<file path="src/rtl/core/assert_macros.svh">
// Assertion macros for the core RTL.
`ifndef ASSERT_MACROS_SVH
`define ASSERT_MACROS_SVH
`ifndef SYNTHESIS
`define ASSERT_CLK(label, clk, rst_n, prop) \
    label: assert property (@(posedge clk) disable iff (!rst_n) (prop)) else $error("%m");
`define ASSERT_NEXT(label, clk, rst_n, ante, cons) \
    label: assert property (@(posedge clk) disable iff (!rst_n) (ante) |=> (cons)) else $error("%m");
`else
`define ASSERT_CLK(label, clk, rst_n, prop)
`define ASSERT_NEXT(label, clk, rst_n, ante, cons)
`endif
`endif

</file>
<file path="src/rtl/core/bsa_pkg.sv">
// ----------------------------------------------------------------------------
// bsa_pkg
// Types and constants for the block status allocator.
// ----------------------------------------------------------------------------
package bsa_pkg;
    localparam int MAX_BLOCKS = 64;
    localparam int MAX_SLOTS  = 8;
    localparam int BW = $clog2(MAX_BLOCKS);
    localparam int CW = $clog2(MAX_BLOCKS + 1);
    localparam int SW = $clog2(MAX_SLOTS);

    localparam logic [2:0] ST_EMPTY  = 3'd0;
    localparam logic [2:0] ST_APPEND = 3'd1;
    localparam logic [2:0] ST_FULL   = 3'd2;
    localparam logic [2:0] ST_MFROM  = 3'd3;
    localparam logic [2:0] ST_MTO    = 3'd4;

    localparam logic [3:0] ACT_ALLOC  = 4'd0;
    localparam logic [3:0] ACT_FREE   = 4'd1;
    localparam logic [3:0] ACT_UNWR   = 4'd2;
    localparam logic [3:0] ACT_APPEND = 4'd3;
    localparam logic [3:0] ACT_SLOT   = 4'd4;
    localparam logic [3:0] ACT_MFROM  = 4'd5;
    localparam logic [3:0] ACT_MTO    = 4'd6;
    localparam logic [3:0] ACT_CLRW   = 4'd7;
    localparam logic [3:0] ACT_UPDATE = 4'd8;

    localparam logic [1:0] RC_OK   = 2'd0;
    localparam logic [1:0] RC_NONE = 2'd1;
    localparam logic [1:0] RC_BAD  = 2'd2;

    localparam logic [6:0] RATIO_MAX  = 7'd100;
    localparam logic [6:0] RATIO_LIM  = 7'd99;
endpackage

</file>
<file path="src/rtl/core/block_status_allocator.sv">
// ----------------------------------------------------------------------------
// block_status_allocator
// Block table with allocate, free, append, slot, merge, write-mark and update actions.
// ----------------------------------------------------------------------------
// One transfer in gives one result. Each searching action walks the block table
// one entry at a time through a single compare unit. The table has one registered
// read port, so each entry visited is first addressed and its returned data is
// then compared. Actions that fall back to allocation scan twice, the second time
// for an empty block. Slot append can add up to eight slot compares for each
// append block cached by another slot. Free and update need no scan, and clear
// writing steps through each entry in use. The input is not ready while an action
// runs or while its result waits on the output register. Table entries past
// block_count are not cleared at reset; growing the table initializes each entry
// as it comes into use.
`include "assert_macros.svh"
module block_status_allocator (
    input  logic        i_clk,
    input  logic        i_rst_n,
    input  logic        i_cfg_we,
    input  logic [3:0]  i_cfg_wdata,
    input  logic        s_axis_tvalid,
    output logic        s_axis_tready,
    // action[3:0], block_id[9:4], slot[12:10], mem_enough[13], new_status[16:14],
    // use_ratio[23:17]
    input  logic [23:0] s_axis_tdata,
    output logic        m_axis_tvalid,
    input  logic        m_axis_tready,
    // result_code[1:0], block_index[7:2], block_count[14:8]
    output logic [15:0] m_axis_tdata
);
    localparam int BW = bsa_pkg::BW;
    localparam int CW = bsa_pkg::CW;
    localparam int SW = bsa_pkg::SW;

    typedef enum logic [3:0] {
        S_IDLE, S_FIND, S_ALLOC, S_ROT, S_SLOTCHK, S_MFSCAN, S_CLR, S_DONE
    } t_state;

    t_state r_state;
    logic [3:0]  r_cfg;
    logic [2:0]  r_status [bsa_pkg::MAX_BLOCKS];
    logic        r_wmark  [bsa_pkg::MAX_BLOCKS];
    logic [6:0]  r_ratio  [bsa_pkg::MAX_BLOCKS];
    logic [BW-1:0] r_sblk [bsa_pkg::MAX_SLOTS];
    logic        r_svalid [bsa_pkg::MAX_SLOTS];
    logic [CW-1:0] r_count;
    logic [BW-1:0] r_start;

    logic [3:0]  r_act;
    logic [BW-1:0] r_bid;
    logic [SW-1:0] r_slot;
    logic        r_mem;
    logic [2:0]  r_nst;
    logic [6:0]  r_nratio;
    logic [2:0]  r_want;     // status sought by a linear scan
    logic [CW-1:0] r_i;      // scan step
    logic [BW-1:0] r_j;      // rotating candidate
    logic [SW:0] r_k;        // slot compare index
    logic [SW:0] r_nslots;
    logic [6:0]  r_least;
    logic        r_found;
    logic [BW-1:0] r_pick;
    logic        r_ovalid;
    logic [1:0]  r_code;
    logic [BW-1:0] r_idx;
    logic        r_ph;       // read data valid for the current address
    logic [2:0]  r_rd_status;
    logic        r_rd_wmark;
    logic [6:0]  r_rd_ratio;

    logic [SW:0] slots_use;
    always_comb begin
        if (r_cfg < 4'd2) slots_use = (SW+1)'(2);
        else if (32'(r_cfg) > bsa_pkg::MAX_SLOTS) slots_use = (SW+1)'(bsa_pkg::MAX_SLOTS);
        else slots_use = (SW+1)'(r_cfg);
    end

    logic [BW-1:0] scan_i;
    assign scan_i = r_i[BW-1:0];
    logic [CW-1:0] next_j;
    assign next_j = (CW'(r_j) + 1'b1 >= r_count) ? '0 : CW'(r_j) + 1'b1;

    logic [BW-1:0] rd_addr;
    always_comb begin
        unique case (r_state)
            S_ROT:     rd_addr = r_j;
            S_SLOTCHK: rd_addr = r_found ? r_j : r_sblk[r_slot];
            default:   rd_addr = scan_i;
        endcase
    end

    always_ff @(posedge i_clk) begin
        r_rd_status <= r_status[rd_addr];
        r_rd_wmark  <= r_wmark[rd_addr];
        r_rd_ratio  <= r_ratio[rd_addr];
    end

    assign s_axis_tready = (r_state == S_IDLE) && !r_ovalid;
    assign m_axis_tvalid = r_ovalid;
    assign m_axis_tdata  = {1'b0, 7'(r_count), r_idx, r_code};

    always_ff @(posedge i_clk) begin
        if (!i_rst_n) begin
            r_state <= S_IDLE;
            r_cfg   <= 4'd2;
            r_count <= '0;
            r_start <= '0;
            r_ovalid <= 1'b0;
            for (int n = 0; n < bsa_pkg::MAX_SLOTS; n++) begin
                r_svalid[n] <= 1'b0;
                r_sblk[n]   <= '0;
            end
        end else begin
            if (i_cfg_we) r_cfg <= i_cfg_wdata;
            if (r_ovalid && m_axis_tready) r_ovalid <= 1'b0;
            unique case (r_state)
                S_IDLE: begin
                    if (s_axis_tvalid && s_axis_tready) begin
                        r_act    <= s_axis_tdata[3:0];
                        r_bid    <= s_axis_tdata[9:4];
                        r_slot   <= s_axis_tdata[12:10];
                        r_mem    <= s_axis_tdata[13];
                        r_nst    <= s_axis_tdata[16:14];
                        r_nratio <= s_axis_tdata[23:17];
                        r_i      <= '0;
                        r_ph     <= 1'b0;
                        r_found  <= 1'b0;
                        r_least  <= bsa_pkg::RATIO_MAX;
                        r_nslots <= slots_use;
                        r_code   <= bsa_pkg::RC_NONE;
                        r_idx    <= '0;
                        unique case (s_axis_tdata[3:0])
                            bsa_pkg::ACT_ALLOC: begin
                                r_want <= bsa_pkg::ST_EMPTY; r_state <= S_FIND;
                            end
                            bsa_pkg::ACT_UNWR: begin
                                r_want <= bsa_pkg::ST_APPEND; r_state <= S_FIND;
                            end
                            bsa_pkg::ACT_MFROM: begin
                                r_want <= bsa_pkg::ST_MFROM; r_state <= S_FIND;
                            end
                            bsa_pkg::ACT_MTO: begin
                                r_want <= bsa_pkg::ST_MTO; r_state <= S_FIND;
                            end
                            bsa_pkg::ACT_APPEND: begin
                                r_j <= r_start; r_state <= S_ROT;
                            end
                            bsa_pkg::ACT_SLOT: begin
                                r_j <= r_start; r_state <= S_SLOTCHK;
                            end
                            bsa_pkg::ACT_CLRW: r_state <= S_CLR;
                            default: r_state <= S_DONE;
                        endcase
                    end
                end
                S_FIND: begin
                    // linear scan for first block of the sought status
                    if (r_i >= r_count) begin
                        r_ph <= 1'b0;
                        if (r_act == bsa_pkg::ACT_MFROM) begin
                            r_i <= '0; r_state <= S_MFSCAN;
                        end else begin
                            r_state <= S_ALLOC;
                        end
                    end else if (!r_ph) begin
                        r_ph <= 1'b1;
                    end else if (r_rd_status == r_want &&
                                 !(r_act == bsa_pkg::ACT_UNWR &&
                                   r_want == bsa_pkg::ST_APPEND && r_rd_wmark)) begin
                        if (r_want == bsa_pkg::ST_EMPTY) begin
                            // reused empty block, finished like a grown one
                            r_pick  <= scan_i;
                            r_found <= 1'b1;
                        end else begin
                            r_code <= bsa_pkg::RC_OK;
                            r_idx  <= scan_i;
                            if (r_act == bsa_pkg::ACT_UNWR) r_wmark[scan_i] <= 1'b1;
                        end
                        r_state <= S_DONE;
                    end else begin
                        r_i <= r_i + 1'b1; r_ph <= 1'b0;
                    end
                end
                S_ALLOC: begin
                    // r_want==EMPTY means the empty scan already ran
                    if (r_want != bsa_pkg::ST_EMPTY) begin
                        r_want <= bsa_pkg::ST_EMPTY;
                        r_i <= '0;
                        r_ph <= 1'b0;
                        r_state <= S_FIND;
                    end else begin
                        r_state <= S_DONE;
                        if (32'(r_count) < bsa_pkg::MAX_BLOCKS &&
                            (r_mem || r_act == bsa_pkg::ACT_MTO)) begin
                            r_status[r_count[BW-1:0]] <= bsa_pkg::ST_EMPTY;
                            r_wmark[r_count[BW-1:0]]  <= 1'b0;
                            r_ratio[r_count[BW-1:0]]  <= '0;
                            r_count <= r_count + 1'b1;
                            r_pick  <= r_count[BW-1:0];
                            r_found <= 1'b1;
                        end
                    end
                end
                S_ROT: begin
                    if (r_i >= r_count) begin
                        r_want <= bsa_pkg::ST_APPEND; r_ph <= 1'b0; r_state <= S_ALLOC;
                    end else if (!r_ph) begin
                        r_ph <= 1'b1;
                    end else if (r_rd_status == bsa_pkg::ST_APPEND) begin
                        r_code <= bsa_pkg::RC_OK; r_idx <= r_j;
                        r_start <= r_j; r_state <= S_DONE;
                    end else begin
                        r_j <= next_j[BW-1:0]; r_i <= r_i + 1'b1; r_ph <= 1'b0;
                    end
                end
                S_SLOTCHK: begin
                    // first pass: range and cached entry; then rotating
                    // search with one slot compare per cycle
                    if (!r_found) begin
                        if ({1'b0, r_slot} >= r_nslots) begin
                            r_code <= bsa_pkg::RC_BAD; r_state <= S_DONE;
                        end else if (!r_ph) begin
                            r_ph <= 1'b1;
                        end else if (r_svalid[r_slot] && CW'(r_sblk[r_slot]) < r_count &&
                                     r_rd_status == bsa_pkg::ST_APPEND) begin
                            r_code <= bsa_pkg::RC_OK; r_idx <= r_sblk[r_slot];
                            r_state <= S_DONE;
                        end else begin
                            r_svalid[r_slot] <= 1'b0;
                            r_found <= 1'b1;
                            r_k <= '0;
                            r_ph <= 1'b0;
                        end
                    end else if (r_i >= r_count) begin
                        r_found <= 1'b0; r_ph <= 1'b0;
                        r_want <= bsa_pkg::ST_APPEND; r_state <= S_ALLOC;
                    end else if (!r_ph) begin
                        r_ph <= 1'b1;
                    end else if (r_rd_status != bsa_pkg::ST_APPEND) begin
                        r_j <= next_j[BW-1:0]; r_i <= r_i + 1'b1; r_ph <= 1'b0;
                    end else if (r_k >= r_nslots) begin
                        r_code <= bsa_pkg::RC_OK; r_idx <= r_j;
                        r_sblk[r_slot] <= r_j; r_svalid[r_slot] <= 1'b1;
                        r_found <= 1'b0;
                        r_state <= S_DONE;
                    end else if (r_svalid[r_k[SW-1:0]] && r_sblk[r_k[SW-1:0]] == r_j) begin
                        r_k <= '0; r_j <= next_j[BW-1:0]; r_i <= r_i + 1'b1; r_ph <= 1'b0;
                    end else begin
                        r_k <= r_k + 1'b1;
                    end
                end
                S_MFSCAN: begin
                    // once r_found is set, r_least holds the ratio of r_pick
                    if (r_i >= r_count) begin
                        if (r_found && r_least < bsa_pkg::RATIO_LIM) begin
                            r_status[r_pick] <= bsa_pkg::ST_MFROM;
                            r_code <= bsa_pkg::RC_OK; r_idx <= r_pick;
                        end
                        r_found <= 1'b0;
                        r_state <= S_DONE;
                    end else if (!r_ph) begin
                        r_ph <= 1'b1;
                    end else begin
                        if (r_rd_status == bsa_pkg::ST_FULL && r_rd_ratio <= r_least) begin
                            r_least <= r_rd_ratio; r_pick <= scan_i; r_found <= 1'b1;
                        end
                        r_i <= r_i + 1'b1; r_ph <= 1'b0;
                    end
                end
                S_CLR: begin
                    if (r_i >= r_count) begin
                        r_code <= bsa_pkg::RC_OK; r_state <= S_DONE;
                    end else begin
                        r_wmark[scan_i] <= 1'b0; r_i <= r_i + 1'b1;
                    end
                end
                S_DONE: begin
                    r_ovalid <= 1'b1;
                    r_state  <= S_IDLE;
                    if (r_act == bsa_pkg::ACT_FREE) begin
                        if (CW'(r_bid) >= r_count) r_code <= bsa_pkg::RC_BAD;
                        else begin
                            r_status[r_bid] <= bsa_pkg::ST_EMPTY; r_ratio[r_bid] <= '0;
                            r_code <= bsa_pkg::RC_OK; r_idx <= r_bid;
                        end
                    end else if (r_act == bsa_pkg::ACT_UPDATE) begin
                        if (CW'(r_bid) >= r_count || r_nst > bsa_pkg::ST_MTO)
                            r_code <= bsa_pkg::RC_BAD;
                        else begin
                            r_status[r_bid] <= r_nst;
                            r_ratio[r_bid] <= (r_nratio > bsa_pkg::RATIO_MAX) ?
                                              bsa_pkg::RATIO_MAX : r_nratio;
                            r_code <= bsa_pkg::RC_OK; r_idx <= r_bid;
                        end
                    end else if (r_found && r_act != bsa_pkg::ACT_MFROM) begin
                        // allocated block, reused or grown
                        r_code <= bsa_pkg::RC_OK; r_idx <= r_pick;
                        unique case (r_act)
                            bsa_pkg::ACT_UNWR: begin
                                r_status[r_pick] <= bsa_pkg::ST_APPEND;
                                r_wmark[r_pick] <= 1'b1;
                            end
                            bsa_pkg::ACT_APPEND: begin
                                r_status[r_pick] <= bsa_pkg::ST_APPEND; r_start <= r_pick;
                            end
                            bsa_pkg::ACT_SLOT: begin
                                r_status[r_pick] <= bsa_pkg::ST_APPEND; r_start <= r_pick;
                                r_sblk[r_slot] <= r_pick; r_svalid[r_slot] <= 1'b1;
                            end
                            bsa_pkg::ACT_MTO: r_status[r_pick] <= bsa_pkg::ST_MTO;
                            default: ;
                        endcase
                    end
                end
                default: r_state <= S_IDLE;
            endcase
        end
    end

    `ASSERT_NEXT(a_in_busy, i_clk, i_rst_n, s_axis_tvalid && s_axis_tready, !s_axis_tready)
    `ASSERT_CLK(a_count_max, i_clk, i_rst_n, 32'(r_count) <= bsa_pkg::MAX_BLOCKS)
    `ASSERT_NEXT(a_done_out, i_clk, i_rst_n, r_state == S_DONE, r_ovalid)
endmodule

</file>
<file path="config.mk">
export PLATFORM = sky130hd
export DESIGN_NAME = block_status_allocator
export DESIGN_NICKNAME = d
export VERILOG_FILES = /design/src/rtl/core/bsa_pkg.sv /design/src/rtl/core/block_status_allocator.sv
export VERILOG_INCLUDE_DIRS = /design/src /design/src/rtl/core
export SDC_FILE = /design/constraint.sdc
export NUM_CORES = 1
export LEC_CHECK = 0
export BUFFER_PORTS_ARGS = -buffer_cell sky130_fd_sc_hd__buf_2
export CAP_MARGIN = 20
export CORE_UTILIZATION = 30
export CTS_CLUSTER_SIZE = 14
export DETAILED_ROUTE_END_ITERATION = 6
export PLACE_DENSITY_LB_ADDON = 0.12
export SLEW_MARGIN = 20
export SYNTH_ARGS = -nofsm -noshare
export SYNTH_HDL_FRONTEND = slang
export SYNTH_SLANG_ARGS = --single-unit
</file>
<file path="constraint.sdc">
create_clock -name i_clk -period 6.2 [get_ports i_clk]
set_clock_uncertainty 0.15 [all_clocks]
set_input_delay 0.62 -clock i_clk [delete_from_list [all_inputs] [get_ports i_clk]]
set_output_delay 0.62 -clock i_clk [all_outputs]
set_load 0.05 [all_outputs]
</file>
After elaboration in Yosys (flattened, before gate mapping):

Memories as Yosys holds them, arrays and structs flattened. A register that Yosys moved wholly into a read port is not among the register bits.
Cells that the tools add are included.

* flip-flop bits (word level): 93
* RAM bits: 760
* input port bits: 33
* logic and storage cells: 489
* memories kept: 5

Memories
* r_ratio: words 64, bits a word 7, read ports 1, clocked after Yosys merged registers in 1, write ports 1, line block_status_allocator.sv:43 `logic [6:0] r_ratio [bsa_pkg::MAX_BLOCKS];`
* r_status: words 64, bits a word 3, read ports 1, clocked after Yosys merged registers in 1, write ports 1, line block_status_allocator.sv:41 `logic [2:0] r_status [bsa_pkg::MAX_BLOCKS];`
* r_wmark: words 64, bits a word 1, read ports 1, clocked after Yosys merged registers in 1, write ports 1, line block_status_allocator.sv:42 `logic r_wmark [bsa_pkg::MAX_BLOCKS];`
* r_sblk: words 8, bits a word 6, read ports 2, clocked after Yosys merged registers in 2, write ports 8, line block_status_allocator.sv:44 `logic [BW-1:0] r_sblk [bsa_pkg::MAX_SLOTS];`
* r_svalid: words 8, bits a word 1, read ports 2, clocked after Yosys merged registers in 2, write ports 8, line block_status_allocator.sv:45 `logic r_svalid [bsa_pkg::MAX_SLOTS];`

* $add $sub $neg: 4
* order comparisons: 13
* eq/ne operators: 87
* muxes and demuxes: 288
* bitwise operators: 11
* reductions and logical operators: 58

Operators by type and width (number)
* 2-to-1 mux 6 bit: 56
* 2-to-1 mux 7 bit: 25
* 2-to-1 mux 1 bit: 124
* 2-to-1 mux 4 bit: 26
* inequality test 2 bit (second input constant): 32
* 2-to-1 mux 3 bit: 19
* inequality test 3 bit (second input constant): 18
* one-hot mux 7 bit (7 select lines): 1
* 2-to-1 mux 2 bit: 24
* equality test 4 x 3 -> 1 bit (second input constant): 11
* one-hot mux 3 bit (4 select lines): 3
* one-hot mux 6 bit (3 select lines): 2
* one-hot mux 6 bit (6 select lines): 1
* AND reduction 11 bit: 3
* inequality test 4 bit (second input constant): 7
* equality test 4 x 2 -> 1 bit (second input constant): 6
* one-hot mux 4 bit (6 select lines): 1
* one-hot mux 6 bit (2 select lines): 2
* AND reduction 21 bit: 1
* AND reduction 20 bit: 1
* AND reduction 18 bit: 1
* AND reduction 6 bit: 3
* AND reduction 8 bit: 2
* adder 7 x 1 -> 7 bit (second input constant): 2
* 48 further kinds: 90

Longest topological paths before layout:

* depth in word-level cells: 15
* mapped depth: 14
* depth with buffers taken out: 11

Least setup slack after synthesis:

Ideal clock, no wire load.

* kind: register -> register
* from: reg r_count[1]
* to: mem r_ratio[0][6], data pin
* library setup time: 0.865 ns
* data arrival time: 5.349 ns
* slack: -0.164 ns
* cell stages (with the launch flop): 8
* path buffers: 0
* clock period less this slack: 6.364 ns
* path through: dfxtp_1 > inv_1 > ha_1 > a21o_1 > a21oi_1 > o21ai_1 > and2_1 > nor4_1

* cells in the longest elaborated chain, start to end: 11
* elaborated cells on any way between the ends: 17
* classes of those cells: order compare (1); mux (13); bitwise (1); reduce/logical (2)

RTL lines
* from (decl): line block_status_allocator.sv:46 `logic [CW-1:0] r_count;`
* from (signal assigned): line block_status_allocator.sv:198 `r_count <= r_count + 1'b1;`
* >= comparator 6 x 7 -> 1 bit (*): line block_status_allocator.sv:281, block_status_allocator.sv:287
* logical OR 1 bit: line block_status_allocator.sv:287 `if (CW'(r_bid) >= r_count || r_nst > bsa_pkg::ST_MTO)`
* 2-to-1 mux 1 bit: line block_status_allocator.sv:287
* 2-to-1 mux 1 bit: line block_status_allocator.sv:286 `end else if (r_act == bsa_pkg::ACT_UPDATE) begin`
* 2-to-1 mux 1 bit: line block_status_allocator.sv:280 `if (r_act == bsa_pkg::ACT_FREE) begin`
* 2-to-1 mux 1 bit: line block_status_allocator.sv:116 `unique case (r_state)`
* 2-to-1 mux 1 bit: line block_status_allocator.sv:103 `if (!i_rst_n) begin`
* 2-to-1 mux 1 bit: line block_status_allocator.sv:291 `r_ratio[r_bid] <= (r_nratio > bsa_pkg::RATIO_MAX) ?`
* bitwise OR 1 bit (no source line)
* OR reduction 7 bit (no source line)
* 2-to-1 mux 7 bit (no source line) (*)
* to (decl): line block_status_allocator.sv:43

Every way passes the cells marked *; elsewhere a longest branch is shown, timed or not.

Worst setup path in the final report:

* from: reg r_state[0]
* to: mem r_ratio[53][5], enable pin

* cells in the longest elaborated chain, start to end: 7
* elaborated cells on any way between the ends: 15
* classes of those cells: eq/ne (2); mux (11); bitwise (1); reduce/logical (1)

RTL lines
* from (decl): line block_status_allocator.sv:39 `t_state r_state;`
* from (signal assigned): line block_status_allocator.sv:104 `r_state <= S_IDLE;`
* from (signal assigned): line block_status_allocator.sv:134 `r_want <= bsa_pkg::ST_EMPTY; r_state <= S_FIND;`
* from (signal assigned): line block_status_allocator.sv:137 `r_want <= bsa_pkg::ST_APPEND; r_state <= S_FIND;`
* equality test 4 x 3 -> 1 bit: line block_status_allocator.sv:116
* 2-to-1 mux 1 bit: line block_status_allocator.sv:116
* 2-to-1 mux 1 bit: line block_status_allocator.sv:103
* 2-to-1 mux 1 bit, on equally long branches: line block_status_allocator.sv:283, block_status_allocator.sv:291
* bitwise OR 1 bit (no source line)
* OR reduction 7 bit (no source line)
* 2-to-1 mux 6 bit (no source line) or 2-to-1 mux 1 bit (tied branches)

Several ways; a longest one is shown, not always the timed one.

==> out/metrics.cfg <==
[cells_and_area]
antenna-diode-count=0
nNetsFinal=3467
area.growth.synth_to_final_pct=14.0
final_layout_size_suffix_gt1_share_pct=9.83

[route]
first_pass_iters=5
post-route-drc-count=0
wl_met3_um=5880
route.detailed.wl_per_inst_um=23.8
via_per_inst=5.08
num_vias=26069
detail_route.wirelength_um=122000
drtIter0Drc=2024
highest_layer=met4
dr_wl_met2_um=56000
wl_met1_um=57700
route.antenna.remaining_nets=0

[die]
fp.dieArea_um2=130000
chipHeight_um=360
io-pin-count=51
die_width_um=360
start_util_pct=30.2
core_region_um2=128000
fp-row-count=131

[yosys]
netlist.top_cell.by_area=sky130_fd_sc_hd__edfxtp_1
synth-warning-count=0
area_fraction_of_the_dominant_cell_type_after_synthesis_pct=64.1
post_synth_num_cell_types=89
syn_nets=3437
postSynth.topFlopCell=sky130_fd_sc_hd__edfxtp_1
synth_top_family_by_area=simple AND/OR/NAND/NOR gates
synth.ff_latch_count=869
cells_taking_the_most_area_after_synthesis=sky130_fd_sc_hd__edfxtp_1 (64%), sky130_fd_sc_hd__nand2_1 (8.2%), sky130_fd_sc_hd__nand3_1 (5.6%)
asyncSetResetFlopFracSynth_pct=0
synth-compound-area-share_pct=4.94
yosysSeqAreaShare_pct=66.5
synthAdderAreaFrac_pct=1.40
synth_edf_count=823
synth_area_per_cell_um2=11.5
mux_contribution_to_synthesized_area_pct=2.58
synth-simple-area-share_pct=21.2
xor_xnor_fraction_of_synth_area_pct=0.568
synthCells=3361
syn-cell-area_um2=38500

[clocking]
cts_hold_buf=25
tritoncts=yes
cts-root-buf=sky130_fd_sc_hd__clkbuf_16
cts-htree-levels=3
cts_repair_resize_count=0
cts_max_path_buffers=3
insertion_delay_to_the_later_sink_of_the_worst_skew_pair_ns=0.71
cts.sink_count=869
post_cts_buffers=0
clock_transition_at_the_register_clock_pins_on_the_worst_setup_and_hold_paths_after_cts_ns=0.06
cts_inserted_buffers=98

[critical_path]
r2r_setup_slack_ns=1.20
critical_path.reg2reg.startpoint=r_state[0]
endpoint_kind=flip-flop
worst_setup_path_start_kind=flip-flop
crit_type=flip-flop to flip-flop
worst-r2r-cell-count=7
worst-endpoint-required_ns=6.37
cp_data_arrival_time_ns=5.17
worstReg2RegEnd=r_ratio[53][5]
path_max_fanout=28

[min_path]
hold-path-cell-count=1
worst_hold_path.endpoint=r_bid[0]
hold_path_startpoint=s_axis_tdata[4]
worstHoldPathType=input port to flip-flop

[timing]
rsz0062_at_grt=no
tns_ns=0
max_clock_freq_mhz=200
max-slew-margin-rel_pct=22.8
tightest_slew_ns=1.16
timing.final.ws_setup_ns=1.20
timing.final.max_slew_violations=0
setup-violations-final=0
final.min_clock_period_ns=5.00
finalHoldViolations=0
layout_worst_path_cycle_share_pct=80.7

[grt]
global_route.overflow_total=0
gr-usage-all-layers_pct=18.6
vias_in_the_first_global_route=25525
number_of_antenna_violations_at_the_first_check_in_global_routing=0
grt_pass1_wl_um=179000
grt_start_max_net_pins=113

[placed_design]
pre_cts_ws_ns=1.32
finalWeightedCongestion=0.838
dp_hpwl_um=77400
count_of_input_and_output_buffers=49

[power]
pwr_density_cell_nw_per_um2=455
static-leakage-power_nw=15.0
ir_worst_vdd_mv=0.513

[outcome]
run_status=finished clean

[run]
maxCapViolCount=0

[cell type report]
class                      count  area [µm²]
clock buffer                 135        2640
clock inverter                43         369
fill                       12745       83600
inverter                      45         169
multi-input combinational   2244       11900
sequential                   869       25600
tap                         1662        2080
timing repair buffer         133        1090
[cells in the mapped netlist (23+ instances only)]
cell type and count:
sky130_fd_sc_hd__a21oi_1 33, sky130_fd_sc_hd__a31oi_1 56, sky130_fd_sc_hd__buf_2 64, sky130_fd_sc_hd__clkbuf_1 112
sky130_fd_sc_hd__dfxtp_1 46, sky130_fd_sc_hd__edfxtp_1 823, sky130_fd_sc_hd__ha_1 43, sky130_fd_sc_hd__inv_1 44
sky130_fd_sc_hd__mux2i_1 25, sky130_fd_sc_hd__mux4_2 23, sky130_fd_sc_hd__nand2_1 838, sky130_fd_sc_hd__nand2b_1 27
sky130_fd_sc_hd__nand3_1 428, sky130_fd_sc_hd__nand4_1 95, sky130_fd_sc_hd__nor2_1 306, sky130_fd_sc_hd__o21ai_0 46
[per-stage QoR]
stage / util [%] / instances / total power, mW / area, µm² / hold WS, ns
finish: 34.4 / 5131 / 20.0 / 43900 / 0.0550
global route: 34.4 / 5131 / 21.1 / 43900 / 0.00288
CTS: 34.4 / 5131 / 20.3 / 43900 / 0.00352
detailed placement: 31.9 / 4928 / 14.7 / 40700 / 0.326
global placement: 31.9 / 4928 / 14.7 / 40700 / 0.318
floorplan: - / 3361 / 11.6 / 38500 / 0.299
[power by group]
part,leakage (nW),internal (mW),switching [mW]
Sequential,8.35,6.60,0.349
Combinational,5.23,2.07,5.44
Clock,1.47,3.11,2.42
Total,15.0,11.8,8.21
[flip-flops by register name, summed over array words and instances, names as in the netlist, 8 cells and up, named ones only]
| signal | flops |
|---|---|
| r_wmark | 64 |
| r_svalid | 8 |
| r_status | 192 |
| r_sblk | 48 |
| r_ratio | 448 |
[cells by family after synthesis]
logic type	count (synthesis)
flops	869
other cells	1
mux	68
compound gates	274
simple gates	1833
xor+xnor	25
fa+ha+maj	43
buf+inv	248
[routing by layer]
metal | vias up | global-route usage [%]
met3 | 144 | 2.66
met1 | 13013 | 26.9
met5 | - | 0
met2 | 673 | 29.4
li1 | 12239 | -
met4 | 0 | 4.36
[worst max-delay path: stages, from the launching register on]
cell and delay [ns]:
sky130_fd_sc_hd__dfxtp_1 0.89, sky130_fd_sc_hd__nand3_1 0.19, sky130_fd_sc_hd__nor2_1 0.23, sky130_fd_sc_hd__nand2_1 0.17
sky130_fd_sc_hd__a211o_1 0.63, sky130_fd_sc_hd__o21ai_0 0.82, sky130_fd_sc_hd__nand2_1 0.78, sky130_fd_sc_hd__nor2_1 0.75
[how the worst max path moves through the flow]
stage	startpoint	end	slack, ns	cells after the start
6_report	r_state[0]	r_ratio[53][5]	1.20	7
5_1_grt	r_state[0]	r_ratio[13][0]	1.04	7
4_1_cts	r_state[0]	r_ratio[53][3]	1.34	7
3_5_place_dp	r_state[0]	r_ratio[5][3]	1.32	7
3_3_place_gp	r_state[0]	r_ratio[53][2]	1.37	7
2_1_floorplan	r_count[2]	r_wmark[0]	0.63	7
[cell usage in the layout, fill, tap and decap left out, drive strengths merged, types with 25 or more instances in the layout]
| cell | netlist | final |
|---|---|---|
| clkinv | 1 | 36 |
| a31oi | 56 | 56 |
| mux2i | 25 | 25 |
| nand2b | 27 | 27 |
| clkbuf | 112 | 135 |
| nand3 | 428 | 428 |
| edfxtp | 823 | 823 |
| ha | 43 | 43 |
| nor2 | 325 | 325 |
| nand4 | 95 | 95 |
| inv | 44 | 48 |
| buf | 91 | 108 |
| nand2 | 840 | 840 |
| dfxtp | 46 | 46 |
| a21oi | 33 | 33 |
| o21ai | 58 | 58 |
| dlygate4sd3 | 0 | 25 |
Power figures use the tool's default switching activity.
